==> config.mk <==
export PLATFORM = sky130hd
export DESIGN_NAME = gew_queue
export DESIGN_NICKNAME = d
export VERILOG_FILES = /design/src/hw/rtl/gew_pkg.sv /design/src/hw/rtl/gew_queue.sv
export VERILOG_INCLUDE_DIRS = /design/src /design/src/hw/rtl
export SDC_FILE = /design/constraint.sdc
export NUM_CORES = 1
export LEC_CHECK = 0
export BUFFER_PORTS_ARGS = -buffer_cell sky130_fd_sc_hd__clkbuf_2
export CAP_MARGIN = 10
export CORE_MARGIN = 3
export CORE_UTILIZATION = 60
export CTS_CLUSTER_DIAMETER = 50
export DETAILED_ROUTE_END_ITERATION = 8
export HOLD_SLACK_MARGIN = 0.05
export PLACE_DENSITY = 0.83
export SYNTH_ARGS = -nofsm -noshare
export SYNTH_HDL_FRONTEND = slang
export SYNTH_SLANG_ARGS = --single-unit
==> constraint.sdc <==
create_clock -name clk -period 4.2 [get_ports clk]
set_clock_uncertainty 0.15 [all_clocks]
set_input_delay 0 -clock clk [delete_from_list [all_inputs] [get_ports clk]]
set_output_delay 0 -clock clk [all_outputs]
set_load 0.05 [all_outputs]
==> src/hw/rtl/assert_macros.svh <==
// assertion macros used by the wind rotation rtl
`ifndef ASSERT_MACROS_SVH
`define ASSERT_MACROS_SVH

// same-cycle implication, disabled while reset is asserted
`define GEW_ASSERT_IMP(lbl, clk, rst_n, ante, cons, msg) \
	lbl: assert property (@(posedge clk) disable iff (!rst_n) (ante) |-> (cons)) \
		else $error(msg);

// next-cycle implication, disabled while reset is asserted
`define GEW_ASSERT_NXT(lbl, clk, rst_n, ante, cons, msg) \
	lbl: assert property (@(posedge clk) disable iff (!rst_n) (ante) |=> (cons)) \
		else $error(msg);

`endif

==> src/hw/rtl/gew_pkg.sv <==
// types, constants and helper functions for the wind rotation block
package gew_pkg;

	// register indexes on the configuration port
	localparam logic [1:0] REG_SIN_TRUE_LAT     = 2'd0;
	localparam logic [1:0] REG_CENTER_LON       = 2'd1;
	localparam logic [1:0] REG_MISSING_CODE     = 2'd2;
	localparam logic [1:0] REG_UNAVAILABLE_CODE = 2'd3;

	// register reset values
	localparam logic signed [15:0] RST_SIN_TRUE_LAT     = 16'sd20398;
	localparam logic signed [24:0] RST_CENTER_LON       = -25'sd6389760;
	localparam logic signed [15:0] RST_MISSING_CODE     = 16'sh8000;
	localparam logic signed [15:0] RST_UNAVAILABLE_CODE = 16'sh8001;

	// angle divide: n / 180 done as (n >> 2) / 45, eight quotient bits per stage
	localparam int DIVISOR     = 45;
	localparam int DIV_DIGITS  = 8;
	localparam int DIV_STAGES  = 5;
	localparam int DIV_W       = DIV_DIGITS * DIV_STAGES;
	localparam int ROUND_HALF  = 90;

	// item queue between front and back
	localparam int QUEUE_DEPTH = 4;
	localparam int QPTR_W      = $clog2(QUEUE_DEPTH);

	// cordic constants
	localparam int INV_GAIN    = 39796;
	localparam int ATAN_LEN    = 24;
	localparam int XY_W        = 34;
	localparam int R_W         = 33;

	// atan(2^-i) in units of 2^-32 turn
	localparam logic [31:0] ATAN_TURNS [ATAN_LEN] = '{
		32'h20000000, 32'h12E4051E, 32'h09FB385B, 32'h051111D4, 32'h028B0D43, 32'h0145D7E1,
		32'h00A2F61E, 32'h00517C55, 32'h0028BE53, 32'h00145F2F, 32'h000A2F98, 32'h000517CC,
		32'h00028BE6, 32'h000145F3, 32'h0000A2F9, 32'h0000517C, 32'h000028BE, 32'h0000145F,
		32'h00000A2F, 32'h00000517, 32'h0000028B, 32'h00000145, 32'h000000A2, 32'h00000051
	};

	// configuration seen by the front
	typedef struct packed {
		logic signed [15:0] sin_true_lat;
		logic signed [24:0] center_lon;
		logic signed [15:0] missing_code;
		logic signed [15:0] unavailable_code;
	} gew_cfg_t;

	// one item in the queue: raw wind, sentinel flag and rotation angle
	typedef struct packed {
		logic signed [15:0] u;
		logic signed [15:0] v;
		logic               flag;
		logic [31:0]        z;
	} gew_item_t;

	// result of one radix-2^8 digit of the divide
	typedef struct packed {
		logic [5:0] rem;
		logic [7:0] qbits;
	} gew_div_t;

	// eight restoring steps of the divide by 45
	function automatic gew_div_t div_digit8(logic [5:0] rem_in, logic [7:0] bits);
		gew_div_t   res;
		logic [6:0] t;
		logic [5:0] rem;
		rem = rem_in;
		res.qbits = '0;
		for (int i = DIV_DIGITS - 1; i >= 0; i--) begin
			t = {rem, bits[i]};
			if (t >= 7'(DIVISOR)) begin
				res.qbits[i] = 1'b1;
				t = t - 7'(DIVISOR);
			end
			rem = t[5:0];
		end
		res.rem = rem;
		return res;
	endfunction

	// round Q10.24 to Q8.8 and saturate
	function automatic logic signed [15:0] sat_q88(logic signed [XY_W-1:0] val);
		logic signed [XY_W-1:0] sh;
		sh = (val + XY_W'(32768)) >>> 16;
		if (sh > XY_W'(32767))
			return 16'sh7FFF;
		else if (sh < -XY_W'(32768))
			return 16'sh8000;
		else
			return sh[15:0];
	endfunction

endpackage

==> src/hw/rtl/gew_queue.sv <==
// short item queue between front and back
`include "assert_macros.svh"

module gew_queue (
	input  logic                clk,
	input  logic                arst_n,
	input  logic                push,
	input  gew_pkg::gew_item_t  push_item,
	output logic                full,
	input  logic                pop,
	output gew_pkg::gew_item_t  pop_item,
	output logic                empty
);

	localparam int DEPTH = gew_pkg::QUEUE_DEPTH;
	localparam int PW    = gew_pkg::QPTR_W;

	gew_pkg::gew_item_t mem_q [DEPTH];
	logic [PW-1:0]      wr_q, rd_q;
	logic [PW:0]        count_q;

	assign full     = (count_q == (PW+1)'(DEPTH));
	assign empty    = (count_q == '0);
	assign pop_item = mem_q[rd_q];

	// storage
	always_ff @(posedge clk) begin
		if (push) begin
			mem_q[wr_q] <= push_item;
		end
	end

	// pointers and fill count
	always_ff @(posedge clk or negedge arst_n) begin
		if (!arst_n) begin
			wr_q    <= '0;
			rd_q    <= '0;
			count_q <= '0;
		end else begin
			if (push) begin
				wr_q <= (wr_q == PW'(DEPTH - 1)) ? '0 : wr_q + PW'(1);
			end
			if (pop) begin
				rd_q <= (rd_q == PW'(DEPTH - 1)) ? '0 : rd_q + PW'(1);
			end
			count_q <= count_q + (PW+1)'(push) - (PW+1)'(pop);
		end
	end

	`GEW_ASSERT_IMP(a_no_push_full, clk, arst_n, push, !full, "push into full queue")
	`GEW_ASSERT_IMP(a_no_pop_empty, clk, arst_n, pop, !empty, "pop from empty queue")
	`GEW_ASSERT_NXT(a_count_track, clk, arst_n, 1'b1,
		count_q == $past(count_q) + (PW+1)'($past(push)) - (PW+1)'($past(pop)),
		"fill count out of step")

endmodule

[Word level (Yosys, flattened, before mapping)]
Memory sizes are Yosys's and may differ from the RTL's.
Index checks and enable logic that the tools add are counted.
Storage, ports and cells
  memories: 1
  memory bits (writable): 260
  bits of input ports: 69
  latch bits: 0
  ROM bits: 0
  register bits after elaboration: 7
  output and inout bits: 67
Cells by class
  eq/ne operators: 3
  add/subtract/negate cells: 4
  bitwise gates (word level): 0
  multiply operators: 0
  reduce and logical (&&, ||, !) cells: 1
  divide/modulo/power cells: 0
  shifts and indexed selects: 0
  multiplexer cells: 4
  order comparisons: 0
Memories
  mem_q: words 4, width 65, rd ports 1, clocked after Yosys merged registers in 0, wr ports 1, RTL line gew_queue.sv:18  | gew_pkg::gew_item_t mem_q [DEPTH];
Operators by type and width (number)
  $add 2x1->2 const B: 2
  $eq 2x2->1 const B: 2
  $mux 2: 2
  $add 3x1->3: 1
  $eq 3x3->1 const B: 1
  $logic_not 3->1: 1
  $sub 3x1->3: 1
  $mux 1: 2

[Logic depth before layout (Yosys ltp)]
  depth in word-level cells: 2
  gate-level depth with buffers: 6
  gate-level depth less buffers: 6

[Worst setup path after synthesis]
OpenSTA, ideal clock, no wires.
  path kind: reg2reg
  from: reg wr_q[0]
  to: mem mem_q[2][0] (netlist bit) (enable)
  data required time: 3.620 ns
  cell stages (with the launch flop): 4
  arrival: 2.147 ns
  clock period less this slack: 2.727 ns
  library setup time: 0.430 ns
  slack: 1.473 ns
  cell sequence: dfrtp_1 > inv_1 > ha_1 > and2_1
RTL lines
  start: declaration: RTL line gew_queue.sv:19  | logic [PW-1:0] wr_q, rd_q;
  start signal: assignment: RTL line gew_queue.sv:41  | wr_q <= (wr_q == PW'(DEPTH - 1)) ? '0 : wr_q + PW'(1);
  end: declaration: RTL line gew_queue.sv:18
Straight into the memory's write port.

==> impl_metrics.env <==
export IMPL_combinationalPowerShare=0.355
export IMPL_synth_ff_latch_count=267
export IMPL_crit_type="flip-flop to primary output"
export IMPL_ant_nets=0
export IMPL_syn_inst=376
export IMPL_wl_um=18720
export IMPL_die_w_um=134.0
export IMPL_fin_setup_tns_ns=0
export IMPL_cts_sinks=267
export IMPL_dr_pass1_iters=4
export IMPL_cts_tree="built"
export IMPL_instances_no_fill=831
export IMPL_status="finished clean"
export IMPL_ys_seq_area_frac=0.8124
export IMPL_area_growth_pct=23.99
export IMPL_die_h_um=134.0
export IMPL_diodes=0
export IMPL_ff2ff_setup_slack_ns=2.13
export IMPL_synth_edf_count=260
export IMPL_rsz0062_at_grt="no"
export IMPL_clock_latency_ns=0.51
export IMPL_cts_resized_gates=0
export IMPL_startpoint_type="flip-flop"
export IMPL_ios=136
export IMPL_leakagePower_nw=4.289
export IMPL_p_switching_mw=3.504
export IMPL_drt_iter0_markers=360
export IMPL_dr_total_vias=4682
export IMPL_antenna_found_initial=0
export IMPL_final_max_slew_viol_count=0
export IMPL_track_usage=0.2141
export IMPL_place_gp_congestion=0.6931
export IMPL_finalHoldViolations=0
export IMPL_fmax_mhz=367.5
export IMPL_synth_area_top_cells="edfxtp_1 79%, mux4_2 15%, dfrtp_1 1.8%"
export IMPL_post_dp_hpwl_um=9967
export IMPL_viasPerCell=5.634
export IMPL_synth_top_cells_by_count="260 x edfxtp_1, 65 x mux4_2, 7 x dfrtp_1, 7 x ha_1, 6 x inv_1"
export IMPL_endpoint_kind="primary output"
export IMPL_io_buffers=135
export IMPL_yosys_area_top_type="edfxtp_1"
export IMPL_period_share=0.6478
export IMPL_layout_nets=672
export IMPL_clockPowerShare=0.239
export IMPL_drv_cap=0
export IMPL_fin_area_um2=12180
export IMPL_synth_most_common_cell="edfxtp_1"
export IMPL_grt_max_degree=68
export IMPL_yosysWarnings=0
export IMPL_wl_per_cell_um=22.52
export IMPL_clkSlewWorstSetupHoldPaths_ns=0.06
export IMPL_ctsRootBufferMaster="clkbuf_16"
export IMPL_p_int_mw=5.765
export IMPL_synthFlopType="edfxtp_1"
export IMPL_setup_viol=0
export IMPL_die_area_um2=17950
export IMPL_critPathMaxStageDelay_ns=0.78
export IMPL_path_cells="buf_12 > mux4_2 > clkbuf_2"
export IMPL_worstMarginPinSlew_ns=1.002
export IMPL_initial_core_util=0.6163
export IMPL_cp_required_ns=4.05
export IMPL_core_um2=15940
export IMPL_cts_buffer_depth=3
export IMPL_relSlewSlack=0.3321
export IMPL_yosysTopAreaCellShare=0.7946
export IMPL_drive_gt1_frac=0.4065
export IMPL_rows=46
export IMPL_cts_setup_buffers=0
export IMPL_synthArstFlopShare=0.02622
export IMPL_syn_area_um2=9826
export IMPL_avgSynthCellArea_um2=26.13
export IMPL_period_needed_ns=2.721
export IMPL_hold_path_class="input port to flip-flop"
export IMPL_place_area_um2=10660
export IMPL_place_inst=713
export IMPL_switching_share=0.3781
export IMPL_p_seq_frac=0.405
export IMPL_hold_buffers=69
export IMPL_grt_pass1_wl_um=29150
export IMPL_synth_nets=453
export IMPL_remaining_drc_errors=0
export IMPL_worstPathMaxFanout=42
export IMPL_cts_buffers_inserted=27
export IMPL_grt_pass1_vias=5031
export IMPL_htreeDepth=1
export IMPL_power_density_nw_per_um2=760.8
export IMPL_synth_cell_type_count=21
export IMPL_grt_overflow_total=0
export IMPL_crit_slowest_cell="dfrtp_4"
export IMPL_ir_drop_mv=0.5046
export IMPL_crit_arrival_ns=2.57
per-stage QoR:
step	util	hold WS (ns)	setup WS (ns)	power (mW)
after floorplan	-	-0.4456	1.473	6.414
after global placement	0.6688	-0.3084	1.978	6.987
after detailed placement	0.6688	-0.2958	1.973	7.075
after CTS	0.7642	0.07270	1.389	9.338
after global routing	0.7642	0.09484	1.290	9.613
final	0.7642	0.08916	1.479	9.269
layer usage:
metal / global-route usage / wire, um
met3: 0.03863 / 1162
met2: 0.3706 / 9914
met5: 0 / 0
met1: 0.2912 / 7253
met4: 0.05029 / 384
kinds of logic (layout without fill, tap and decap cells):
family | count (synthesis) | after routing | synth area share
flip-flops | 267 | 267 | 0.8124
multiplexers | 67 | 67 | 0.1513
buffers and inverters | 21 | 260 | 0.01719
AND/OR/NAND/NOR | 9 | 9 | 0.005347
adder cells (fa/ha/maj) | 8 | 8 | 0.01095
AO/OA/AOI/OAI | 2 | 2 | 0.001019
XOR/XNOR | 2 | 2 | 0.001783
sequential cells by signal, indices dropped and copies added (netlist names):
name and flops:
count_q 3, wr_q 2, mem_q 260, rd_q 2
path summary, 6_finish.rpt:
kind,startpoint,to,cells after the start
setup / recovery,rd_q[0]$_DFFE_PN0P_,pop_item[42],3
hold / removal,push_item[31],mem_q[3][31]$_DFFE_PP_,2
setup reg to reg,wr_q[0]$_DFFE_PN0P_,mem_q[2][16]$_DFFE_PP_,3
hold reg to reg,wr_q[1]$_DFFE_PN0P_,wr_q[1]$_DFFE_PN0P_,2
max in group asynchronous,arst_n,rd_q[1]$_DFFE_PN0P_,3
min in group asynchronous,arst_n,count_q[2]$_DFF_PN0_,3
critical path, delay by kind of cell (launching register included):
kind | cells | cell delay (ns)
multiplexers | 1 | 0.59
flip-flops | 1 | 0.78
buffers and inverters | 2 | 0.64
cell type report:
class                   count  area, um2
flip-flops and latches    267       7990
fillers                   839       3760
multi-input cells          88       1684
repair buffers            205       1386
clock buffers              37      743.2
well taps                 216      270.3
clock inverters            12      86.33
inverters                   6      22.52
power groups by stage:
stage                     clock, mW  combinational [mW]  sequential [mW]
after floorplan                   0                2.85             3.56
after global placement            0                3.21             3.77
after detailed placement          0                3.26             3.81
after CTS                      2.25                3.33             3.76
after global routing           2.35                3.45             3.82
final                          2.22                3.29             3.76
cell usage in the layout (no fill, tap or decap), drive strengths merged, types with 2 or more instances in the layout:
cell,count
inv,7
clkbuf,172
clkinv,10
dlygate4sd3,69
mux4,65
edfxtp,260
dfrtp,7
mux2,2
o21ai,2
ha,7
and2,4
(Power assumes the default switching activity.)
