$ cat config.mk
export PLATFORM = sky130hd
export DESIGN_NAME = gew_front
export DESIGN_NICKNAME = d
export VERILOG_FILES = /design/src/hw/rtl/assert_macros.svh /design/src/hw/rtl/gew_pkg.sv /design/src/hw/rtl/gew_front.sv
export SDC_FILE = /design/constraint.sdc
export NUM_CORES = 2
export LEC_CHECK = 0
export ABC_AREA = 1
export BUFFER_PORTS_ARGS = -buffer_cell sky130_fd_sc_hd__buf_2
export CORE_MARGIN = 5
export CORE_UTILIZATION = 30
export DETAILED_ROUTE_END_ITERATION = 10
export PLACE_DENSITY = 0.56
export REMOVE_ABC_BUFFERS = 1
export SLEW_MARGIN = 0
export SYNTH_ARGS = -nofsm -noshare
export SYNTH_HDL_FRONTEND = slang
export SYNTH_SLANG_ARGS = --single-unit
$ cat constraint.sdc
create_clock -name clk -period 19.9 [get_ports clk]
set_input_delay 1.99 -clock clk [delete_from_list [all_inputs] [get_ports clk]]
set_output_delay 1.99 -clock clk [all_outputs]
set_load 0.05 [all_outputs]
$ cat src/hw/rtl/assert_macros.svh
// assertion macros used by the wind rotation rtl
`ifndef ASSERT_MACROS_SVH
`define ASSERT_MACROS_SVH

// same-cycle implication, disabled while reset is asserted
`define GEW_ASSERT_IMP(lbl, clk, rst_n, ante, cons, msg) \
	lbl: assert property (@(posedge clk) disable iff (!rst_n) (ante) |-> (cons)) \
		else $error(msg);

// next-cycle implication, disabled while reset is asserted
`define GEW_ASSERT_NXT(lbl, clk, rst_n, ante, cons, msg) \
	lbl: assert property (@(posedge clk) disable iff (!rst_n) (ante) |=> (cons)) \
		else $error(msg);

`endif

$ cat src/hw/rtl/gew_pkg.sv
// types, constants and helper functions for the wind rotation block
package gew_pkg;

	// register indexes on the configuration port
	localparam logic [1:0] REG_SIN_TRUE_LAT     = 2'd0;
	localparam logic [1:0] REG_CENTER_LON       = 2'd1;
	localparam logic [1:0] REG_MISSING_CODE     = 2'd2;
	localparam logic [1:0] REG_UNAVAILABLE_CODE = 2'd3;

	// register reset values
	localparam logic signed [15:0] RST_SIN_TRUE_LAT     = 16'sd20398;
	localparam logic signed [24:0] RST_CENTER_LON       = -25'sd6389760;
	localparam logic signed [15:0] RST_MISSING_CODE     = 16'sh8000;
	localparam logic signed [15:0] RST_UNAVAILABLE_CODE = 16'sh8001;

	// angle divide: n / 180 done as (n >> 2) / 45, eight quotient bits per stage
	localparam int DIVISOR     = 45;
	localparam int DIV_DIGITS  = 8;
	localparam int DIV_STAGES  = 5;
	localparam int DIV_W       = DIV_DIGITS * DIV_STAGES;
	localparam int ROUND_HALF  = 90;

	// item queue between front and back
	localparam int QUEUE_DEPTH = 4;
	localparam int QPTR_W      = $clog2(QUEUE_DEPTH);

	// cordic constants
	localparam int INV_GAIN    = 39796;
	localparam int ATAN_LEN    = 24;
	localparam int XY_W        = 34;
	localparam int R_W         = 33;

	// atan(2^-i) in units of 2^-32 turn
	localparam logic [31:0] ATAN_TURNS [ATAN_LEN] = '{
		32'h20000000, 32'h12E4051E, 32'h09FB385B, 32'h051111D4, 32'h028B0D43, 32'h0145D7E1,
		32'h00A2F61E, 32'h00517C55, 32'h0028BE53, 32'h00145F2F, 32'h000A2F98, 32'h000517CC,
		32'h00028BE6, 32'h000145F3, 32'h0000A2F9, 32'h0000517C, 32'h000028BE, 32'h0000145F,
		32'h00000A2F, 32'h00000517, 32'h0000028B, 32'h00000145, 32'h000000A2, 32'h00000051
	};

	// configuration seen by the front
	typedef struct packed {
		logic signed [15:0] sin_true_lat;
		logic signed [24:0] center_lon;
		logic signed [15:0] missing_code;
		logic signed [15:0] unavailable_code;
	} gew_cfg_t;

	// one item in the queue: raw wind, sentinel flag and rotation angle
	typedef struct packed {
		logic signed [15:0] u;
		logic signed [15:0] v;
		logic               flag;
		logic [31:0]        z;
	} gew_item_t;

	// result of one radix-2^8 digit of the divide
	typedef struct packed {
		logic [5:0] rem;
		logic [7:0] qbits;
	} gew_div_t;

	// eight restoring steps of the divide by 45
	function automatic gew_div_t div_digit8(logic [5:0] rem_in, logic [7:0] bits);
		gew_div_t   res;
		logic [6:0] t;
		logic [5:0] rem;
		rem = rem_in;
		res.qbits = '0;
		for (int i = DIV_DIGITS - 1; i >= 0; i--) begin
			t = {rem, bits[i]};
			if (t >= 7'(DIVISOR)) begin
				res.qbits[i] = 1'b1;
				t = t - 7'(DIVISOR);
			end
			rem = t[5:0];
		end
		res.rem = rem;
		return res;
	endfunction

	// round Q10.24 to Q8.8 and saturate
	function automatic logic signed [15:0] sat_q88(logic signed [XY_W-1:0] val);
		logic signed [XY_W-1:0] sh;
		sh = (val + XY_W'(32768)) >>> 16;
		if (sh > XY_W'(32767))
			return 16'sh7FFF;
		else if (sh < -XY_W'(32768))
			return 16'sh8000;
		else
			return sh[15:0];
	endfunction

endpackage

$ cat src/hw/rtl/gew_front.sv
// front end: sentinel check and rotation angle from longitude
module gew_front (
	input  logic                clk,
	input  logic                arst_n,
	input  logic                in_valid,
	output logic                in_stall,
	input  logic signed [15:0]  u_grid,
	input  logic signed [15:0]  v_grid,
	input  logic signed [24:0]  cell_lon,
	input  gew_pkg::gew_cfg_t   cfg,
	input  logic                q_full,
	output logic                push,
	output gew_pkg::gew_item_t  push_item
);

	localparam int NS = gew_pkg::DIV_STAGES;
	localparam int DW = gew_pkg::DIV_W;
	localparam int DD = gew_pkg::DIV_DIGITS;

	logic en;

	logic                vld_s1, vld_s2, vld_s3;
	logic signed [15:0]  uw_s1, uw_s2, uw_s3;
	logic signed [15:0]  vw_s1, vw_s2, vw_s3;
	logic                flag_s1, flag_s2, flag_s3;
	logic signed [25:0]  d_s1;
	logic signed [41:0]  p_s2;
	logic                neg_s3;
	logic [DW-1:0]       num_s3;

	logic [40:0]         mag;
	logic [40:0]         rnd;

	// divide stage registers, one slot per stage
	logic                div_vld_s  [NS];
	logic signed [15:0]  div_uw_s   [NS];
	logic signed [15:0]  div_vw_s   [NS];
	logic                div_flag_s [NS];
	logic                div_neg_s  [NS];
	logic [5:0]          div_rem_s  [NS];
	logic [DW-1:0]       div_num_s  [NS];
	logic [DW-1:0]       div_quo_s  [NS];

	logic [31:0]         q32;

	// whole front moves unless a finished item cannot enter the queue
	assign en       = !(div_vld_s[NS-1] && q_full);
	assign in_stall = !en;

	// stage 1: sentinel test and longitude difference
	always_ff @(posedge clk or negedge arst_n) begin
		if (!arst_n) begin
			vld_s1 <= 1'b0;
		end else if (en) begin
			vld_s1 <= in_valid;
		end
	end

	always_ff @(posedge clk) begin
		if (en) begin
			uw_s1   <= u_grid;
			vw_s1   <= v_grid;
			flag_s1 <= (u_grid == cfg.missing_code) || (u_grid == cfg.unavailable_code) ||
			           (v_grid == cfg.missing_code) || (v_grid == cfg.unavailable_code);
			d_s1    <= 26'(cell_lon) - 26'(cfg.center_lon);
		end
	end

	// stage 2: scale by sine of true latitude
	always_ff @(posedge clk or negedge arst_n) begin
		if (!arst_n) begin
			vld_s2 <= 1'b0;
		end else if (en) begin
			vld_s2 <= vld_s1;
		end
	end

	always_ff @(posedge clk) begin
		if (en) begin
			uw_s2   <= uw_s1;
			vw_s2   <= vw_s1;
			flag_s2 <= flag_s1;
			p_s2    <= 42'(cfg.sin_true_lat) * 42'(d_s1);
		end
	end

	// stage 3: magnitude plus half divisor, then drop the factor of four
	assign mag = p_s2[41] ? 41'(-p_s2) : 41'(p_s2);
	assign rnd = mag + 41'(gew_pkg::ROUND_HALF);

	always_ff @(posedge clk or negedge arst_n) begin
		if (!arst_n) begin
			vld_s3 <= 1'b0;
		end else if (en) begin
			vld_s3 <= vld_s2;
		end
	end

	always_ff @(posedge clk) begin
		if (en) begin
			uw_s3   <= uw_s2;
			vw_s3   <= vw_s2;
			flag_s3 <= flag_s2;
			neg_s3  <= p_s2[41];
			num_s3  <= DW'(rnd[40:2]);
		end
	end

	// divide by 45, one byte of quotient per stage
	for (genvar k = 0; k < NS; k++) begin : g_div
		logic                vld_in, flag_in, neg_in;
		logic signed [15:0]  uw_in, vw_in;
		logic [5:0]          rem_in;
		logic [DW-1:0]       num_in, quo_in;
		gew_pkg::gew_div_t   dig;

		if (k == 0) begin : g_first
			assign vld_in  = vld_s3;
			assign flag_in = flag_s3;
			assign neg_in  = neg_s3;
			assign uw_in   = uw_s3;
			assign vw_in   = vw_s3;
			assign rem_in  = '0;
			assign num_in  = num_s3;
			assign quo_in  = '0;
		end else begin : g_next
			assign vld_in  = div_vld_s[k-1];
			assign flag_in = div_flag_s[k-1];
			assign neg_in  = div_neg_s[k-1];
			assign uw_in   = div_uw_s[k-1];
			assign vw_in   = div_vw_s[k-1];
			assign rem_in  = div_rem_s[k-1];
			assign num_in  = div_num_s[k-1];
			assign quo_in  = div_quo_s[k-1];
		end

		assign dig = gew_pkg::div_digit8(rem_in, num_in[DW-1 -: DD]);

		always_ff @(posedge clk or negedge arst_n) begin
			if (!arst_n) begin
				div_vld_s[k] <= 1'b0;
			end else if (en) begin
				div_vld_s[k] <= vld_in;
			end
		end

		always_ff @(posedge clk) begin
			if (en) begin
				div_flag_s[k] <= flag_in;
				div_neg_s[k]  <= neg_in;
				div_uw_s[k]   <= uw_in;
				div_vw_s[k]   <= vw_in;
				div_rem_s[k]  <= dig.rem;
				div_num_s[k]  <= {num_in[DW-DD-1:0], {DD{1'b0}}};
				div_quo_s[k]  <= {quo_in[DW-DD-1:0], dig.qbits};
			end
		end
	end

	// applied angle is minus the phase, wrapped to one turn
	assign q32            = div_quo_s[NS-1][31:0];
	assign push           = div_vld_s[NS-1] && !q_full;
	assign push_item.u    = div_uw_s[NS-1];
	assign push_item.v    = div_vw_s[NS-1];
	assign push_item.flag = div_flag_s[NS-1];
	assign push_item.z    = div_neg_s[NS-1] ? q32 : (32'd0 - q32);

endmodule

After elaboration in Yosys (flattened, before gate mapping)
Memory sizes are Yosys's and may differ from the RTL's. Cells that the tools add are included. Widths: inputs -> output; s select.

Register bits: 215. Bits in writable memories: 560. Output and inout port bits: 67. Logic and storage cells: 202. Memories: 7.

Memory list: div_quo_s (words 5, bits a word 40, rd ports 5, clocked after Yosys merged registers in 0, wr ports 5, line gew_front.sv:42) `logic [DW-1:0] div_quo_s [NS];`; div_num_s (words 5, bits a word 32, rd ports 4, clocked after Yosys merged registers in 0, wr ports 5, line gew_front.sv:41) `logic [DW-1:0] div_num_s [NS];`; div_uw_s (words 5, bits a word 16, rd ports 5, clocked after Yosys merged registers in 0, wr ports 5, line gew_front.sv:36) `logic signed [15:0] div_uw_s [NS];`; div_vw_s (words 5, bits a word 16, rd ports 5, clocked after Yosys merged registers in 0, wr ports 5, line gew_front.sv:37) `logic signed [15:0] div_vw_s [NS];`; div_rem_s (words 5, bits a word 6, rd ports 4, clocked after Yosys merged registers in 0, wr ports 5, line gew_front.sv:40) `logic [5:0] div_rem_s [NS];`; div_flag_s (words 5, bits a word 1, rd ports 5, clocked after Yosys merged registers in 0, wr ports 5, line gew_front.sv:38) `logic div_flag_s [NS];`; 1 more memories.

Add/subtract/negate cells: 43. Multipliers: 1. $lt $le $gt $ge: 39. Equal/unequal tests: 4. Multiplexer cells: 81. Reduce and logical (&&, ||, !) cells: 6.

Operators by type and width (count): $ge 7x6->1 const B (38); $mux 6 (39); $sub 6x6->6 const B (38); $eq 16x16->1 (4); $mul 16x26->42 (1); $add 41x7->41 const B (1); $mux 41 (1); $neg 41->41 (1); $mux 1 (40); $mux 32 (1); $sub 1x32->32 const A (1); $sub 25x25->26 (1); $ge 1x6->1 const B (1); $sub 1x6->6 const B (1); $logic_or 1x1->1 (3); $logic_and 1x1->1 (2); $logic_not 1->1 (1).

Logic depth before layout (Yosys ltp)
An unclocked memory read counts as a cell.

Depth after elaboration: 17. Gate-level depth with buffers: 67. Mapped depth without buffers: 67.

Least setup slack after synthesis
OpenSTA, ideal clock, no wires.

Path type: input -> register. Start: input q_full. End: register div_vld_s, in the netlist g_div[4].vld_in. Arrival: 17.855 ns. Data required time: 19.079 ns. Slack: 1.223 ns. Cell stages on the path: 3. Cell sequence: nand2_1 clkbuf_1 o21ai_0.

Word-level cells in the longest chain between the ends: 1.

RTL lines: from (decl) (line gew_front.sv:11) `input logic q_full,`; $logic_and 1x1->1 (line gew_front.sv:47) `assign en = !(div_vld_s[NS-1] && q_full);`; to (signal, indexed assignment) (line gew_front.sv:143) `div_vld_s[k] <= vld_in;`; to (decl) (line gew_front.sv:35) `logic div_vld_s [NS];`.

No other way between the ends. A chain may end at the register's enable or synchronous reset.

Final worst setup path
Start: input cfg[66] (netlist bit). End: register p_s2[41] (data pin).

Word-level cells in the longest chain between the ends: 1.

RTL lines: from (decl) (line gew_front.sv:10) `input gew_pkg::gew_cfg_t cfg,`; $mul 16x26->42 (line gew_front.sv:83) `p_s2 <= 42'(cfg.sin_true_lat) * 42'(d_s1);`; to (signal assigned) (line gew_front.sv:83); to (decl) (line gew_front.sv:27) `logic signed [41:0] p_s2;`.

No other way between the ends.

==> metrics.csv <==
stage;metric;value;unit
status;outcome;finished clean;
yosys;Post-Synthesis Cell Area;43800;sq um
clock_network;Worst-path clk slew;0.06;ns
global_route;number of global-route vias before repair;29400;
die;io pins;201;
global_route;largest net degree at the start of global routing;196;
yosys;distinct cell type count after synthesis;57;
clock_network;postcts setup bufs;0;
clock_network;clock sink total;569;
yosys;Avg Cell Area, Syn;9.79;sq um
sta;Final Hold Fails;0;
die;Row Count;140;
detailed_routing;Post-route DRC;0;
critical_path;Worst Path Class, Setup;input pin to register;
yosys;Synth area leaders;edfxtp_1 (38%), fa_1 (18%), nand2_1 (8.2%);
detailed_routing;drt first pass iters;5;
cells_and_area;fin area;48900;sq um
cells_and_area;P&R area growth vs syn;11.7;%
detailed_routing;DRT Wirelength;86700;microns
cells_and_area;nets;5367;
clock_network;CTS H-tree depth;3;
detailed_routing;Routed Antenna Nets;0;
yosys;cell taking the most area after synthesis;edfxtp_1;
sta;f_max;106;MHz
clock_network;CTS tree;done;
placement;PortBufs;200;
global_route;antenna violations before repair;0;
critical_path;nature of the critical path endpoint;register;
yosys;top cell type's share of synthesized area;38.5;%
cells_and_area;diode count;0;
sta;Fin Setup TNS;0;ns
yosys;Post-synth EDFFs;561;
clock_network;CTS-repair resized insts;0;
die;Die Span Y;392;microns
detailed_routing;via/cell ratio;4.27;
sta;Slew headroom;29.3;%
sta;Slew @ Worst Pin;1.06;ns
die;die width;392;microns
sta;RSZ-0062 raised after global routing;no;
critical_path;Critical Path RT;20.26;ns
die;Core ar.;145000;sq um
cells_and_area;Final Util;33.7;%
yosys;Yosys Warn Count;0;
critical_path;most used cell along the critical path;inv_1;
yosys;top_reg_cell synth;edfxtp_1;
detailed_routing;DR iter-0 viols;1491;
placement;Post-DP Area;46800;sq um
clock_network;# hold bufs at CTS;0;
min_path;worst min-delay path class;register to register;
global_route;Total GRT Usage;11.6;%
critical_path;CP Data Arrival Time;9.83;ns
critical_path;reg2reg setup slack;11.43;ns
clock_network;Clk Latency, worst-skew pair;0.65;ns
detailed_routing;drt wl/cell;13.1;microns
critical_path;CP max stage delay;0.57;ns
critical_path;crit-path max FO;26;
yosys;#FFs+latches synth;569;
yosys;Seq/Total Area, Yosys;38.9;%
run;max-cap violations;0;
cells_and_area;ratio of cells with drive above 1 in the final layout;12.5;%
sta;max-slew violations;0;
clock_network;maximum root-to-sink buffer count;3;
detailed_routing;vias post-DR;28200;
die;Starting Density;30.1;%
placement;Setup WS pre-CTS;9.82;ns
placement;gpl congestion;0.817;
clock_network;total CTS buffers;66;
yosys;share of flip-flops with an asynchronous set or reset;1.41;%
placement;post-detail-place hpwl;66300;microns
critical_path;slowest cell on the critical path;fa_1;
sta;clock skew;0.0449;ns
sta;setup slack after layout;10.43;ns
sta;final setup fails;0;
clock_network;CTS root buffer;clkbuf_16;
global_route;global-route wire length before repair;146000;microns
global_route;GRT overflow;0;
sta;Final Critical Period;9.47;ns
yosys;Mapped Cells;4474;
die;Die ar.;154000;sq um
critical_path;CP startpoint kind;input pin;
sta;crit share post-route;47.6;%
## worst max-delay path: cells and delay by family
family,cells,cell delay (ns)
adders and majority gates,7,3.43
AOI/OAI and AO/OA,11,2.65
buffers and inverters,8,0.87
and+or+nand+nor,8,0.77
xor gates and xnor gates,1,0.07
## registers in the layout, summed over array words and instances (netlist names), 5 cells and up
register / count
d_s1: 26
div_flag_s: 5
div_neg_s: 5
div_num_s: 80
div_quo_s: 80
div_rem_s: 24
div_uw_s: 80
div_vw_s: 80
g_div.num_in: 39
g_div.uw_in: 16
g_div.vld_in: 5
g_div.vw_in: 16
p_s2: 42
uw_s1: 16
uw_s2: 16
vw_s1: 16
vw_s2: 16
## metrics by stage
| step | instances | hold WS [ns] |
|---|---|---|
| 3_5_place_dp | 6485 | 0.405 |
| 2_1_floorplan | 4357 | 0.400 |
| 4_1_cts | 6602 | 0.389 |
| 5_1_grt | 6602 | 0.392 |
| 6_report | 6602 | 0.396 |
| 3_3_place_gp | 6485 | 0.400 |
## final timing paths
path | startpoint | endpoint | cells past startpoint
setup / recovery | cfg[66] | p_s2[41] | 35
hold / removal | g_div[0].num_in[22] | div_num_s[0][22] | 0
setup reg to reg | d_s1[11] | p_s2[41] | 34
hold reg to reg | g_div[0].num_in[22] | div_num_s[0][22] | 0
max in group asynchronous | arst_n | g_div[2].vld_in | 1
min in group asynchronous | arst_n | vld_s1 | 1
## routing by layer
| layer | wire, microns | global-route usage [%] | up-vias |
|---|---|---|---|
| li1 | - | - | 14200 |
| met3 | 3110 | 1.92 | 116 |
| met1 | 38500 | 14.5 | 13400 |
| met4 | 2230 | 3.55 | 0 |
| met5 | 0 | 0 | - |
| met2 | 42900 | 20.4 | 389 |
## final cells by class
cell class                 instances  area, sq um
inverter                         971         3640
clock buffer                      76         1750
timing repair buffer             211         1110
clock inverter                    41          414
fill                           14700        96500
multi-input combinational       2817        22600
tap                             1917         2400
sequential                       569        17000
## kinds of logic after synthesis
| group | count (synthesis) | synth area share (%) |
|---|---|---|
| buffers and inverters | 1088 | 9.61 |
| xor gates and xnor gates | 318 | 6.46 |
| DFF | 569 | 38.9 |
| AOI/OAI and AO/OA | 230 | 3.31 |
| and+or+nand+nor | 1670 | 17.7 |
| muxes | 2 | 0.0457 |
| adders and majority gates | 597 | 24.0 |
## layout by cell type, fill, tap and decap left out, types with 10 or more instances in the layout
master | Yosys | final
nand2_1 | 952 | 951
inv_1 | 940 | 940
edfxtp_1 | 561 | 561
fa_1 | 403 | 403
xor2_1 | 204 | 204
buf_2 | 0 | 200
nand3_1 | 197 | 197
ha_1 | 194 | 194
nor2_1 | 172 | 172
xnor2_1 | 108 | 108
a21oi_1 | 88 | 88
nand2_2 | 87 | 87
clkbuf_16 | 0 | 69
nand4_1 | 60 | 60
o21ai_0 | 59 | 59
nor3_1 | 46 | 46
inv_2 | 30 | 30
or2_2 | 29 | 29
nand2_4 | 25 | 26
nor2_2 | 22 | 22
nand3_2 | 18 | 18
o21ai_2 | 15 | 15
clkinv_1 | 1 | 15
nor4_1 | 15 | 15
nand3b_1 | 13 | 13
nor2_4 | 12 | 12
nand3_4 | 11 | 11
o21ai_1 | 10 | 10
## synth_stat cells (3+ instances only)
| library cell | instances |
|---|---|
| xor2_1 | 204 |
| fa_1 | 403 |
| a31oi_1 | 8 |
| nand3_2 | 18 |
| o31ai_1 | 3 |
| a21oi_2 | 6 |
| nand2_4 | 25 |
| nor3_1 | 46 |
| nor4_1 | 15 |
| o21bai_1 | 3 |
| nand2_1 | 952 |
| nand3b_1 | 13 |
| and2_1 | 3 |
| nor3b_1 | 4 |
| o21ai_0 | 59 |
| o21bai_2 | 3 |
| nand4_1 | 60 |
| o41ai_1 | 3 |
| nor2_2 | 22 |
| or2_2 | 29 |
| edfxtp_1 | 561 |
| nand3_4 | 11 |
| nor2_4 | 12 |
| xor2_2 | 6 |
| inv_1 | 940 |
| a211oi_1 | 3 |
| inv_2 | 30 |
| nor2_1 | 172 |
| nand2_2 | 87 |
| a21oi_4 | 5 |
| ha_1 | 194 |
| nand3_1 | 197 |
| o211ai_1 | 4 |
| o21ai_1 | 10 |
| a21o_1 | 4 |
| clkbuf_1 | 84 |
| xnor2_1 | 108 |
| buf_4 | 33 |
| dfrtp_1 | 8 |
| o21ai_2 | 15 |
| a21oi_1 | 88 |
Power is left out: the tool's default activity adds up to more than one toggle a clock period on the data nets, which glitch-free logic cannot reach.
